===== config.mk =====
export PLATFORM = sky130hd
export DESIGN_NAME = linked_list_engine
export DESIGN_NICKNAME = d
export VERILOG_FILES = /design/src/design/lle_pkg.sv /design/src/design/lle_free_scan.sv /design/src/design/linked_list_engine.sv
export SDC_FILE = /design/constraint.sdc
export NUM_CORES = 2
export LEC_CHECK = 0
export CAP_MARGIN = 25
export CORE_ASPECT_RATIO = 0.5
export CORE_UTILIZATION = 40
export DETAILED_ROUTE_END_ITERATION = 12
export DONT_BUFFER_PORTS = 1
export HOLD_SLACK_MARGIN = 0.02
export SLEW_MARGIN = 15
export SYNTH_ARGS = -nofsm -noshare
export SYNTH_HDL_FRONTEND = slang
export SYNTH_SLANG_ARGS = --single-unit

===== constraint.sdc =====
create_clock -name i_clk -period 6.7 [get_ports i_clk]
set_input_delay 0.67 -clock i_clk [delete_from_list [all_inputs] [get_ports i_clk]]
set_output_delay 0.67 -clock i_clk [all_outputs]
set_load 0.005 [all_outputs]

===== src/design/lle_pkg.sv =====
package lle_pkg;

    localparam int unsigned CAPACITY_DEF = 64;

    typedef enum logic [3:0] {
        REQ_INS_FRONT  = 4'd0,
        REQ_INS_BACK   = 4'd1,
        REQ_INS_AFTER  = 4'd2,
        REQ_INS_BEFORE = 4'd3,
        REQ_DEL_FRONT  = 4'd4,
        REQ_DEL_BACK   = 4'd5,
        REQ_DEL_VALUE  = 4'd6,
        REQ_FIND       = 4'd7,
        REQ_PEEK_FRONT = 4'd8,
        REQ_PEEK_BACK  = 4'd9,
        REQ_POP_FRONT  = 4'd10,
        REQ_POP_BACK   = 4'd11
    } t_req;

    typedef enum logic [1:0] {
        ST_OK        = 2'd0,
        ST_NOT_FOUND = 2'd1,
        ST_EMPTY     = 2'd2,
        ST_FULL      = 2'd3
    } t_status;

    typedef enum logic [3:0] {
        S_IDLE,
        S_DECODE,
        S_RD_END,
        S_FREE,
        S_SRCH_RD,
        S_SRCH_CMP,
        S_NB_RD,
        S_NB_WAIT,
        S_LINK0,
        S_LINK1,
        S_LINK2,
        S_LINK3,
        S_DONE
    } t_state;

endpackage


===== src/design/lle_free_scan.sv =====
module lle_free_scan #(
    parameter int unsigned CAPACITY = lle_pkg::CAPACITY_DEF,
    localparam int unsigned AW = (CAPACITY > 1) ? $clog2(CAPACITY) : 1
) (
    input  logic          i_clk,
    input  logic          i_rst_n,
    input  logic          i_start,
    input  logic          i_release,
    input  logic [AW-1:0] i_release_slot,
    output logic          o_done,
    output logic [AW-1:0] o_slot
);
    import lle_pkg::*;

    // one slot examined per cycle; the claimed slot is marked used at o_done
    logic [CAPACITY-1:0] r_free;
    logic [AW-1:0]       r_idx, n_idx;
    logic                r_busy, n_busy;
    logic                hit;

    assign hit    = r_busy && r_free[r_idx];
    assign o_done = hit;
    assign o_slot = r_idx;

    always_comb begin
        n_busy = r_busy;
        n_idx  = r_idx;
        if (i_start) begin
            n_busy = 1'b1;
            n_idx  = '0;
        end else if (hit) begin
            n_busy = 1'b0;
        end else if (r_busy) begin
            n_idx = r_idx + AW'(1);
        end
    end

    always_ff @(posedge i_clk) begin
        if (!i_rst_n) begin
            r_free <= '1;
            r_busy <= 1'b0;
            r_idx  <= '0;
        end else begin
            r_busy <= n_busy;
            r_idx  <= n_idx;
            if (hit)
                r_free[r_idx] <= 1'b0;
            if (i_release)
                r_free[i_release_slot] <= 1'b1;
        end
    end
endmodule


===== src/design/linked_list_engine.sv =====
// a request runs through the states from decode to done; unused codes and full or
// empty answers go straight from decode to done, peek reads the end entry, delete or pop
// also unlinks it, front or back insert first scans for the lowest free slot; key searches
// walk the entries from the head one at a time, and insert after or before scans after a hit
// one request in flight: the next is taken the cycle after the result transfer
// synchronous active-low reset empties the list and frees every slot; memories keep data
module linked_list_engine #(
    parameter int unsigned CAPACITY = lle_pkg::CAPACITY_DEF,
    localparam int unsigned AW = (CAPACITY > 1) ? $clog2(CAPACITY) : 1,
    localparam int unsigned CW = $clog2(CAPACITY + 1)
) (
    input  logic                  i_clk,
    input  logic                  i_rst_n,
    input  logic                  i_valid,
    output logic                  o_ready,
    input  logic [3:0]            i_req_type,
    input  logic signed [31:0]    i_key,
    input  logic signed [31:0]    i_value,
    output logic                  o_valid,
    input  logic                  i_ready,
    output logic [1:0]            o_status,
    output logic                  o_found,
    output logic signed [31:0]    o_read_data,
    output logic [CW-1:0]         o_entry_count,
    output logic                  o_empty_res
);
    import lle_pkg::*;

    logic signed [31:0] r_vals [CAPACITY];
    logic [AW-1:0]      r_nxt  [CAPACITY];
    logic [AW-1:0]      r_prv  [CAPACITY];

    t_state r_state, n_state;
    logic [3:0]         r_req;
    logic signed [31:0] r_key, r_val;
    logic [AW-1:0]      r_head, r_tail, r_cur, r_m, r_a, r_b;
    logic [CW-1:0]      r_cnt, r_walk;
    logic signed [31:0] r_rd_v;
    logic [AW-1:0]      r_rd_n, r_rd_p;
    logic [1:0]         r_status;
    logic               r_found, r_ovalid;
    logic signed [31:0] r_rdata;

    logic          fs_start, fs_done, rel;
    logic [AW-1:0] fs_slot;
    logic          is_ins, is_search, is_front, is_take, cmp_eq;

    lle_free_scan #(.CAPACITY(CAPACITY)) u_free (
        .i_clk(i_clk), .i_rst_n(i_rst_n), .i_start(fs_start),
        .i_release(rel), .i_release_slot(r_cur),
        .o_done(fs_done), .o_slot(fs_slot)
    );

    assign o_ready       = (r_state == S_IDLE) && !r_ovalid;
    assign o_valid       = r_ovalid;
    assign o_status      = r_status;
    assign o_found       = r_found;
    assign o_read_data   = r_rdata;
    assign o_entry_count = r_cnt;
    assign o_empty_res   = (r_cnt == '0);

    assign is_ins    = (r_req <= 4'(REQ_INS_BEFORE));
    assign is_search = (r_req == 4'(REQ_INS_AFTER)) || (r_req == 4'(REQ_INS_BEFORE)) ||
                       (r_req == 4'(REQ_DEL_VALUE)) || (r_req == 4'(REQ_FIND));
    assign is_front  = (r_req == 4'(REQ_DEL_FRONT)) || (r_req == 4'(REQ_PEEK_FRONT)) ||
                       (r_req == 4'(REQ_POP_FRONT));
    assign is_take   = (r_req == 4'(REQ_DEL_FRONT)) || (r_req == 4'(REQ_DEL_BACK)) ||
                       (r_req == 4'(REQ_POP_FRONT)) || (r_req == 4'(REQ_POP_BACK)) ||
                       (r_req == 4'(REQ_DEL_VALUE));
    assign cmp_eq    = (r_rd_v == r_key);
    // the scan starts on the way into S_FREE, from decode or from a search hit
    assign fs_start  = ((r_state == S_DECODE) && is_ins && (r_cnt != CW'(CAPACITY)) &&
                        !is_search) ||
                       ((r_state == S_SRCH_CMP) && is_ins && cmp_eq);
    // freed slot goes back to the map as the unlink completes
    assign rel       = (r_state == S_LINK3) && !is_ins;

    // next-state logic
    always_comb begin
        n_state = r_state;
        case (r_state)
            S_IDLE:     if (i_valid && o_ready) n_state = S_DECODE;
            S_DECODE: begin
                if (r_req > 4'(REQ_POP_BACK))
                    n_state = S_DONE;
                else if (is_ins && r_cnt == CW'(CAPACITY))
                    n_state = S_DONE;
                else if (is_search)
                    n_state = (r_cnt == '0) ? S_DONE : S_SRCH_RD;
                else if (is_ins)
                    n_state = S_FREE;
                else
                    n_state = (r_cnt == '0) ? S_DONE : S_RD_END;
            end
            S_SRCH_RD:  n_state = S_SRCH_CMP;
            S_SRCH_CMP: begin
                if (cmp_eq)
                    n_state = (r_req == 4'(REQ_FIND)) ? S_DONE :
                              (r_req == 4'(REQ_DEL_VALUE)) ? S_NB_RD : S_FREE;
                else if (r_walk == CW'(1))
                    n_state = S_DONE;
                else
                    n_state = S_SRCH_RD;
            end
            S_RD_END:   n_state = S_NB_WAIT;
            S_NB_WAIT:  n_state = is_take ? S_NB_RD : S_DONE;
            S_NB_RD:    n_state = S_LINK0;
            S_FREE:     if (fs_done) n_state = S_LINK0;
            S_LINK0:    n_state = S_LINK1;
            S_LINK1:    n_state = S_LINK2;
            S_LINK2:    n_state = S_LINK3;
            S_LINK3:    n_state = S_DONE;
            S_DONE:     n_state = S_IDLE;
            default:    n_state = S_IDLE;
        endcase
    end

    always_ff @(posedge i_clk) begin
        if (!i_rst_n)
            r_state <= S_IDLE;
        else
            r_state <= n_state;
    end

    // one read port into the slot memories, registered
    logic [AW-1:0] rd_addr;
    always_comb begin
        rd_addr = r_cur;
    end

    always_ff @(posedge i_clk) begin
        r_rd_v <= r_vals[rd_addr];
        r_rd_n <= r_nxt[rd_addr];
        r_rd_p <= r_prv[rd_addr];
    end

    // sequencer datapath
    always_ff @(posedge i_clk) begin
        if (!i_rst_n) begin
            r_head   <= '0;
            r_tail   <= '0;
            r_cnt    <= '0;
            r_ovalid <= 1'b0;
        end else begin
            if (r_ovalid && i_ready)
                r_ovalid <= 1'b0;
            case (r_state)
                S_IDLE: begin
                    if (i_valid && o_ready) begin
                        r_req    <= i_req_type;
                        r_key    <= i_key;
                        r_val    <= i_value;
                        r_status <= ST_OK;
                        r_found  <= 1'b0;
                        r_rdata  <= '0;
                    end
                end
                S_DECODE: begin
                    r_walk <= r_cnt;
                    r_cur  <= (is_front || is_search) ? r_head : r_tail;
                    if (is_ins && r_cnt == CW'(CAPACITY))
                        r_status <= ST_FULL;
                    else if (is_search && r_cnt == '0)
                        r_status <= ST_NOT_FOUND;
                    else if (!is_ins && !is_search && r_req <= 4'(REQ_POP_BACK) &&
                             r_cnt == '0)
                        r_status <= ST_EMPTY;
                end
                S_SRCH_CMP: begin
                    if (cmp_eq) begin
                        if (r_req == 4'(REQ_FIND)) r_found <= 1'b1;
                        r_a <= r_rd_p;
                        r_b <= r_rd_n;
                    end else begin
                        r_walk <= r_walk - CW'(1);
                        r_cur  <= r_rd_n;
                        if (r_walk == CW'(1)) r_status <= ST_NOT_FOUND;
                    end
                end
                S_NB_WAIT: begin
                    if (r_req >= 4'(REQ_PEEK_FRONT)) r_rdata <= r_rd_v;
                end
                S_NB_RD: begin
                    r_a <= r_rd_p;
                    r_b <= r_rd_n;
                end
                S_FREE: begin
                    if (fs_done) r_m <= fs_slot;
                end
                S_LINK0: begin
                    if (is_ins) begin
                        r_vals[r_m] <= r_val;
                        if (r_cnt == '0) begin
                            r_nxt[r_m] <= r_m;
                            r_prv[r_m] <= r_m;
                            r_head <= r_m;
                            r_tail <= r_m;
                        end else if (r_req == 4'(REQ_INS_AFTER)) begin
                            r_a <= r_cur;
                        end else if (r_req == 4'(REQ_INS_BEFORE)) begin
                            r_b <= r_cur;
                        end else begin
                            r_a <= r_tail;
                            r_b <= r_head;
                        end
                    end else if (r_cnt != CW'(1)) begin
                        r_nxt[r_a] <= r_b;
                        if (r_cur == r_head) r_head <= r_b;
                        if (r_cur == r_tail) r_tail <= r_a;
                    end
                end
                S_LINK1: begin
                    if (is_ins && r_cnt != '0) begin
                        r_nxt[r_m] <= r_b;
                        r_prv[r_m] <= r_a;
                    end else if (!is_ins && r_cnt != CW'(1)) begin
                        r_prv[r_b] <= r_a;
                    end
                end
                S_LINK2: begin
                    if (is_ins && r_cnt != '0) begin
                        r_nxt[r_a] <= r_m;
                        case (r_req)
                            4'(REQ_INS_FRONT):  r_head <= r_m;
                            4'(REQ_INS_BACK):   r_tail <= r_m;
                            4'(REQ_INS_AFTER):  if (r_cur == r_tail) r_tail <= r_m;
                            4'(REQ_INS_BEFORE): if (r_cur == r_head) r_head <= r_m;
                            default: ;
                        endcase
                    end
                end
                S_LINK3: begin
                    if (is_ins) begin
                        if (r_cnt != '0) r_prv[r_b] <= r_m;
                        r_cnt <= r_cnt + CW'(1);
                    end else begin
                        if (r_cnt == CW'(1)) begin
                            r_head <= '0;
                            r_tail <= '0;
                        end
                        r_cnt <= r_cnt - CW'(1);
                    end
                end
                S_DONE: r_ovalid <= 1'b1;
                default: ;
            endcase
        end
    end
endmodule


=== After elaboration in Yosys (flattened, before gate mapping) ===
Memory sizes are Yosys's and may differ from the RTL's. A register that Yosys moved wholly into a read port is not among the register bits.
Index checks and enable logic that the tools add are counted.

* Register bits: 229
* Latch bits: 0
* RAM bits: 2816
* ROM bits: 0
* Bits of input ports: 72
* Output and inout port bits: 45
* Logic and storage cells: 273
* Memories: 3

{| class="wikitable"
|+ Memories
! memory !! depth !! bits a word !! read ports !! clocked after Yosys merged registers in !! wr ports !! RTL line !! RTL
|-
| r_vals || 64 || 32 || 1 || 1 || 1 || linked_list_engine.sv:29 || <nowiki>logic signed [31:0] r_vals [CAPACITY];</nowiki>
|-
| r_nxt || 64 || 6 || 1 || 1 || 1 || linked_list_engine.sv:30 || <nowiki>logic [AW-1:0] r_nxt [CAPACITY];</nowiki>
|-
| r_prv || 64 || 6 || 1 || 1 || 1 || linked_list_engine.sv:31 || <nowiki>logic [AW-1:0] r_prv [CAPACITY];</nowiki>
|}

* Add/sub/neg operators: 4
* $mul: 0
* Div/mod/pow operators: 0
* $lt $le $gt $ge: 8
* Eq/ne operators: 53
* Shift-type cells: 0
* Multiplexer cells: 117
* Bitwise gates (word level): 9
* Reductions and logical operators: 60

{| class="wikitable"
|+ Operators with widths
! operator !! number
|-
| $mux W6 || 33
|-
| $mux W64 || 3
|-
| $pmux W6 S3 || 4
|-
| $and A64 B64 Y64 || 1
|-
| $mux W32 || 2
|-
| $not A64 Y64 || 1
|-
| $or A64 B64 Y64 || 1
|-
| $pmux W32 S2 || 1
|-
| $mux W4 || 12
|-
| $pmux W4 S12 || 1
|-
| $mux W1 || 43
|-
| $pmux W6 S2 || 3
|-
| $eq A32 B32 Y1 || 1
|-
| $eq A4 B3 Y1 const B || 8
|-
| $eq A4 B4 Y1 const B || 8
|-
| $ne A3 B3 Y1 const B || 7
|-
| $logic_and A1 B1 Y1 || 19
|-
| $ne A2 B2 Y1 const B || 9
|-
| $reduce_and A6 Y1 || 3
|-
| $reduce_and A9 Y1 || 2
|-
| $eq A4 B2 Y1 const B || 4
|-
| $eq A7 B1 Y1 const B || 2
|-
| $lt A6 B7 Y1 const B || 2
|-
| $mux W7 || 2
|-
| other kinds (38) || 79
|}

=== Logic depth before layout (Yosys ltp) ===
* Word-level depth: 12
* Gate-level depth with buffers: 11

=== Modules after synthesis ===
From an unflattened synthesis, not the netlist that was laid out.

* Cells, all modules: 5920
* Area total of the unflattened synthesis: 119965.1 µm²

{| class="wikitable"
|+ Modules (own cells, without submodules)
! module !! instances !! cells each !! area an instance (µm²)
|-
| linked_list_engine || 1 || 5425 || 116177.7
|-
| lle_free_scan || 1 || 495 || 3787.4
|}

=== Worst setup path after synthesis ===
Ideal clock, no wire load.

* Path type: input to register
* Start point: in i_rst_n
* End point: mem r_prv[0][0] in the netlist's numbering (data pin)
* Data arrival time: 4221 ps
* Data required time: 5998 ps
* Slack: 1777 ps
* Stages on the path: 5
* Path through: clkbuf_1 clkinv_1 a2111o_1 clkbuf_1 o21ai_0

* Word-level cells in the longest chain between the ends: 5
* Elaborated cells between the ends (all ways): 11
* Classes of those cells: 9 x mux; 1 x bitwise; 1 x reduce/logical

{| class="wikitable"
|+ Ends and longest elaborated chain
! element !! RTL line !! RTL
|-
| start: declaration || linked_list_engine.sv:13 || <nowiki>input logic i_rst_n,</nowiki>
|-
| $mux W1 || linked_list_engine.sv:139 || <nowiki>if (!i_rst_n) begin</nowiki>
|-
| $mux W1 (on tied branches) || linked_list_engine.sv:217, linked_list_engine.sv:234 ||
|-
| $or A1 B1 Y1 (no source line) || n/a ||
|-
| $reduce_or A6 Y1 (no source line) || n/a ||
|-
| $mux W6 (no source line) (*) || n/a ||
|-
| end: declaration || linked_list_engine.sv:31 ||
|}

Mark *: on every way between the ends. The rest lies on a longest branch, timed or not.

=== Final worst setup path ===
* Start point: reg r_state[3]
* End point: mem r_vals[7][20], enable pin

* Word-level cells in the longest chain between the ends: 4

{| class="wikitable"
|+ Ends and longest elaborated chain
! element !! RTL line !! RTL
|-
| start: declaration || linked_list_engine.sv:33 || <nowiki>t_state r_state, n_state;</nowiki>
|-
| start signal: assignment || linked_list_engine.sv:122 || <nowiki>r_state <= n_state;</nowiki>
|-
| $eq A4 B4 Y1 || linked_list_engine.sv:147 || <nowiki>case (r_state)</nowiki>
|-
| $mux W1 || linked_list_engine.sv:147 ||
|-
| $mux W1 || linked_list_engine.sv:139 ||
|-
| $mux W1 (not written as such) || linked_list_engine.sv:192 || <nowiki>r_vals[r_m] <= r_val;</nowiki>
|-
| end: declaration || linked_list_engine.sv:29 ||
|}

Every way passes these cells.

==> results.sh <==
export IMPL_grt_setup_unrepaired="no"
export IMPL_start_kind="flop"
export IMPL_routed_wl_mm=345
export IMPL_path_cells="nor2b_1 > buf_4 > nand2_1 > nor3_1 > nand3_1 > nor2_4 > buf_4"
export IMPL_reg2reg_depth=7
export IMPL_holdPathStages=3
export IMPL_async_reset_ff_frac=0
export IMPL_dr_pass1_iters=8
export IMPL_clock_latency_ns=0.86
export IMPL_critPathMostFrequentCell="buf_4"
export IMPL_wl_per_cell_microns=32.7
export IMPL_fp_dieW_microns=755
export IMPL_synth_top_area_cell="edfxtp_1"
export IMPL_reg2reg_slack_ns=1.93
export IMPL_hold_violations=0
export IMPL_critPathSlowestCell="nor2_4"
export IMPL_hold_path_class="input port to flop"
export IMPL_synth_top_area_share=0.781
export IMPL_dp_hpwl_mm=204
export IMPL_cts_root_buf="clkbuf_16"
export IMPL_vias=66500
export IMPL_synth_nets=6493
export IMPL_syn_to_final_growth_pct=13.8
export IMPL_core_sq_mm=0.280
export IMPL_power_density_mw_per_mm2=338
export IMPL_fmax_ghz=0.210
export IMPL_drc=0
export IMPL_slew_limit_headroom=0.134
export IMPL_portBuffers=0
export IMPL_synth_compound_area_share=0.135
export IMPL_ant_nets=0
export IMPL_grt_usage=0.233
export IMPL_netlist_cell_type_count=75
export IMPL_seq_area_sq_mm=0.0914
export IMPL_maxCapViolations=0
export IMPL_antenna_found_initial=14
export IMPL_crit_family="simple AND/OR/NAND/NOR gates"
export IMPL_synthTopCellsByCount="2,950 x edfxtp_1, 814 x a22oi_1, 338 x clkbuf_1, 312 x a221oi_1, 307 x a31oi_1"
export IMPL_path_max_fanout=19
export IMPL_fillers=23500
export IMPL_ios=117
export IMPL_fin_skew_ns=0.0565
export IMPL_cts_sinks=3089
export IMPL_synth_top_family_by_area="compound AO/OA/AOI/OAI gates"
export IMPL_drt_iter0_drc=10400
export IMPL_grt_max_degree=120
export IMPL_synth_fa_ha_area_frac=0.000662
export IMPL_grt_pass1_vias=62100
export IMPL_syn_avg_cell_area_sq_um=17.7
export IMPL_synth_area_sq_mm=0.113
export IMPL_clockBufferDepth=4
export IMPL_cts_made_buffers=280
export IMPL_slew_violations=0
export IMPL_tns_ns=0
export IMPL_period_share=0.711
export IMPL_cts_tree="built"
export IMPL_synth_main_ff_cell="edfxtp_1"
export IMPL_initial_utilization=0.405
export IMPL_clkTransAtPathRegs_ns=0.07
export IMPL_synth_seq_area_share=0.805
export IMPL_htree_levels=5
export IMPL_synthSimpleGateAreaFrac=0.0310
export IMPL_end_kind="flop"
export IMPL_status="complete, no violations"
export IMPL_finish_utilization=0.461
export IMPL_vias_per_cell=6.32
export IMPL_ir_worst_vdd_mv=0.205
export IMPL_multi_input_comb_area_sq_mm=0.0210
export IMPL_grt_pass1_wl_mm=483
export IMPL_synth_edf_count=2950
export IMPL_final_setup_viol_count=0
export IMPL_die_y_microns=379
export IMPL_worst_slew_pin_transition_ns=1.29
export IMPL_total_power_w=0.0436
export IMPL_criticalPathCategory="flop to flop"
export IMPL_period_minus_slack_ns=4.77
export IMPL_yosys_warnings=0
export IMPL_ys_seq_elements=3089
export IMPL_yosysMostFrequentCell="edfxtp_1"
export IMPL_holdWs_ns=0.0886
export IMPL_row_count=137
export IMPL_crit_arrival_ns=5.27
export IMPL_required_ns=7.20
export IMPL_cp_depth=7
export IMPL_postSynthCellCount=6415
export IMPL_overflow=0
export IMPL_fin_nets=6643
export IMPL_drive_above_1_share=0.115
export IMPL_cts_resized=0
export IMPL_power_leakage_nw=38.6
export IMPL_synth_xor_area_share=0.00471
export IMPL_critPathMaxStageDelay_ns=0.97
export IMPL_muxShareOfSynthArea=0.00763
export IMPL_gp_congestion=0.855
export IMPL_synth_area_leaders="edfxtp_1 78%, a22oi_1 5.4%, dfxtp_1 2.5%"
export IMPL_cp_buffers_inverters=2
export IMPL_dieArea_sq_mm=0.286
routing by layer:
metal / wire (microns) / vias up / GRT usage
met2: 155000 / 4151 / 0.354
met3: 36700 / 504 / 0.0410
met1: 144000 / 34600 / 0.349
li1: - / 27300 / -
met5: 53 / - / 0
met4: 9430 / 8 / 0.0614
metrics by stage:
step	setup WS (ns)	area, sq um	std cells
after floorplan	1.78	113000	6415
after global placement	1.94	119000	9943
after detailed placement	1.89	119000	9960
after CTS	1.86	129000	10500
after global routing	1.70	129000	10500
final	1.93	129000	10500
layout make-up:
cell class,instances,share of cell area
sequential,3089,0.707
multi-input combinational,2864,0.163
clock buffer,354,0.0584
tap,3753,0.0364
timing repair buffer,311,0.0232
clock inverter,137,0.0111
inverter,19,0.000552
antenna,1,0.0000194
logic make-up after synthesis:
kind of cell,after synthesis
DFF,3089
AOI/OAI and AO/OA,2024
and+or+nand+nor,704
buffers and inverters,462
muxes,69
xor gates and xnor gates,61
adders and majority gates,6
power breakdown:
part	switching, W	leakage (nW)	total [W]	internal [W]
Combinational	0.00377	6.69	0.00518	0.00141
Sequential	0.000530	27.6	0.0223	0.0218
Clock	0.00708	4.38	0.0161	0.00905
state kept, by name, summed over array words and instances, names as in the netlist, 7 cells and up:
register and flops:
r_nxt 384, o_read_data 32, r_val 32, r_prv 384
o_entry_count 7, r_walk 7, u_free.r_free 64, r_rd_v 32
r_vals 2048, r_key 32
final timing paths:
kind | endpoint | startpoint
hold / removal | o_valid$_SDFFE_PN0P_ | i_ready
hold reg to reg | u_free.r_free[45]$_SDFF_PN1_ | u_free.r_free[45]$_SDFF_PN1_
setup / recovery | r_vals[7][20]$_DFFE_PP_ | r_state[3]$_SDFFE_PN0P_
setup reg to reg | r_vals[7][20]$_DFFE_PP_ | r_state[3]$_SDFFE_PN0P_
cells in the final DEF, fill, tap and decap left out, types with 20 or more instances in the layout:
| cell | count |
|---|---|
| a21oi_1 | 87 |
| mux2i_1 | 42 |
| dlygate4sd3_1 | 69 |
| nor4_1 | 65 |
| clkinv_1 | 41 |
| buf_4 | 200 |
| o21ai_0 | 32 |
| nand2b_1 | 20 |
| o31ai_1 | 64 |
| nand4_1 | 68 |
| nor2_4 | 67 |
| nand3_1 | 48 |
| a221oi_1 | 312 |
| buf_12 | 38 |
| nor3_1 | 70 |
| a31oi_1 | 306 |
| clkbuf_16 | 286 |
| clkbuf_1 | 55 |
| dfxtp_1 | 139 |
| and2_1 | 37 |
| a22o_1 | 301 |
| nand2_1 | 122 |
| clkinv_2 | 42 |
| nor2_1 | 131 |
| edfxtp_1 | 2950 |
| a22oi_1 | 814 |
| o211ai_1 | 65 |
| bufinv_16 | 27 |
| xor2_1 | 48 |
what timing repair did:
action / CTS / global route
hold buffers: 71 / 0
endpoints found under the setup margin: 0 / 0
setup buffers: 0 / 0
hold endpoints to repair: 108 / 0
worst min-delay path: stages:
cell	delay [ns]
inv_1	0.09
a32oi_1	0.06
nor2_1	0.09
Note: power is estimated with default switching activity, not from simulation.
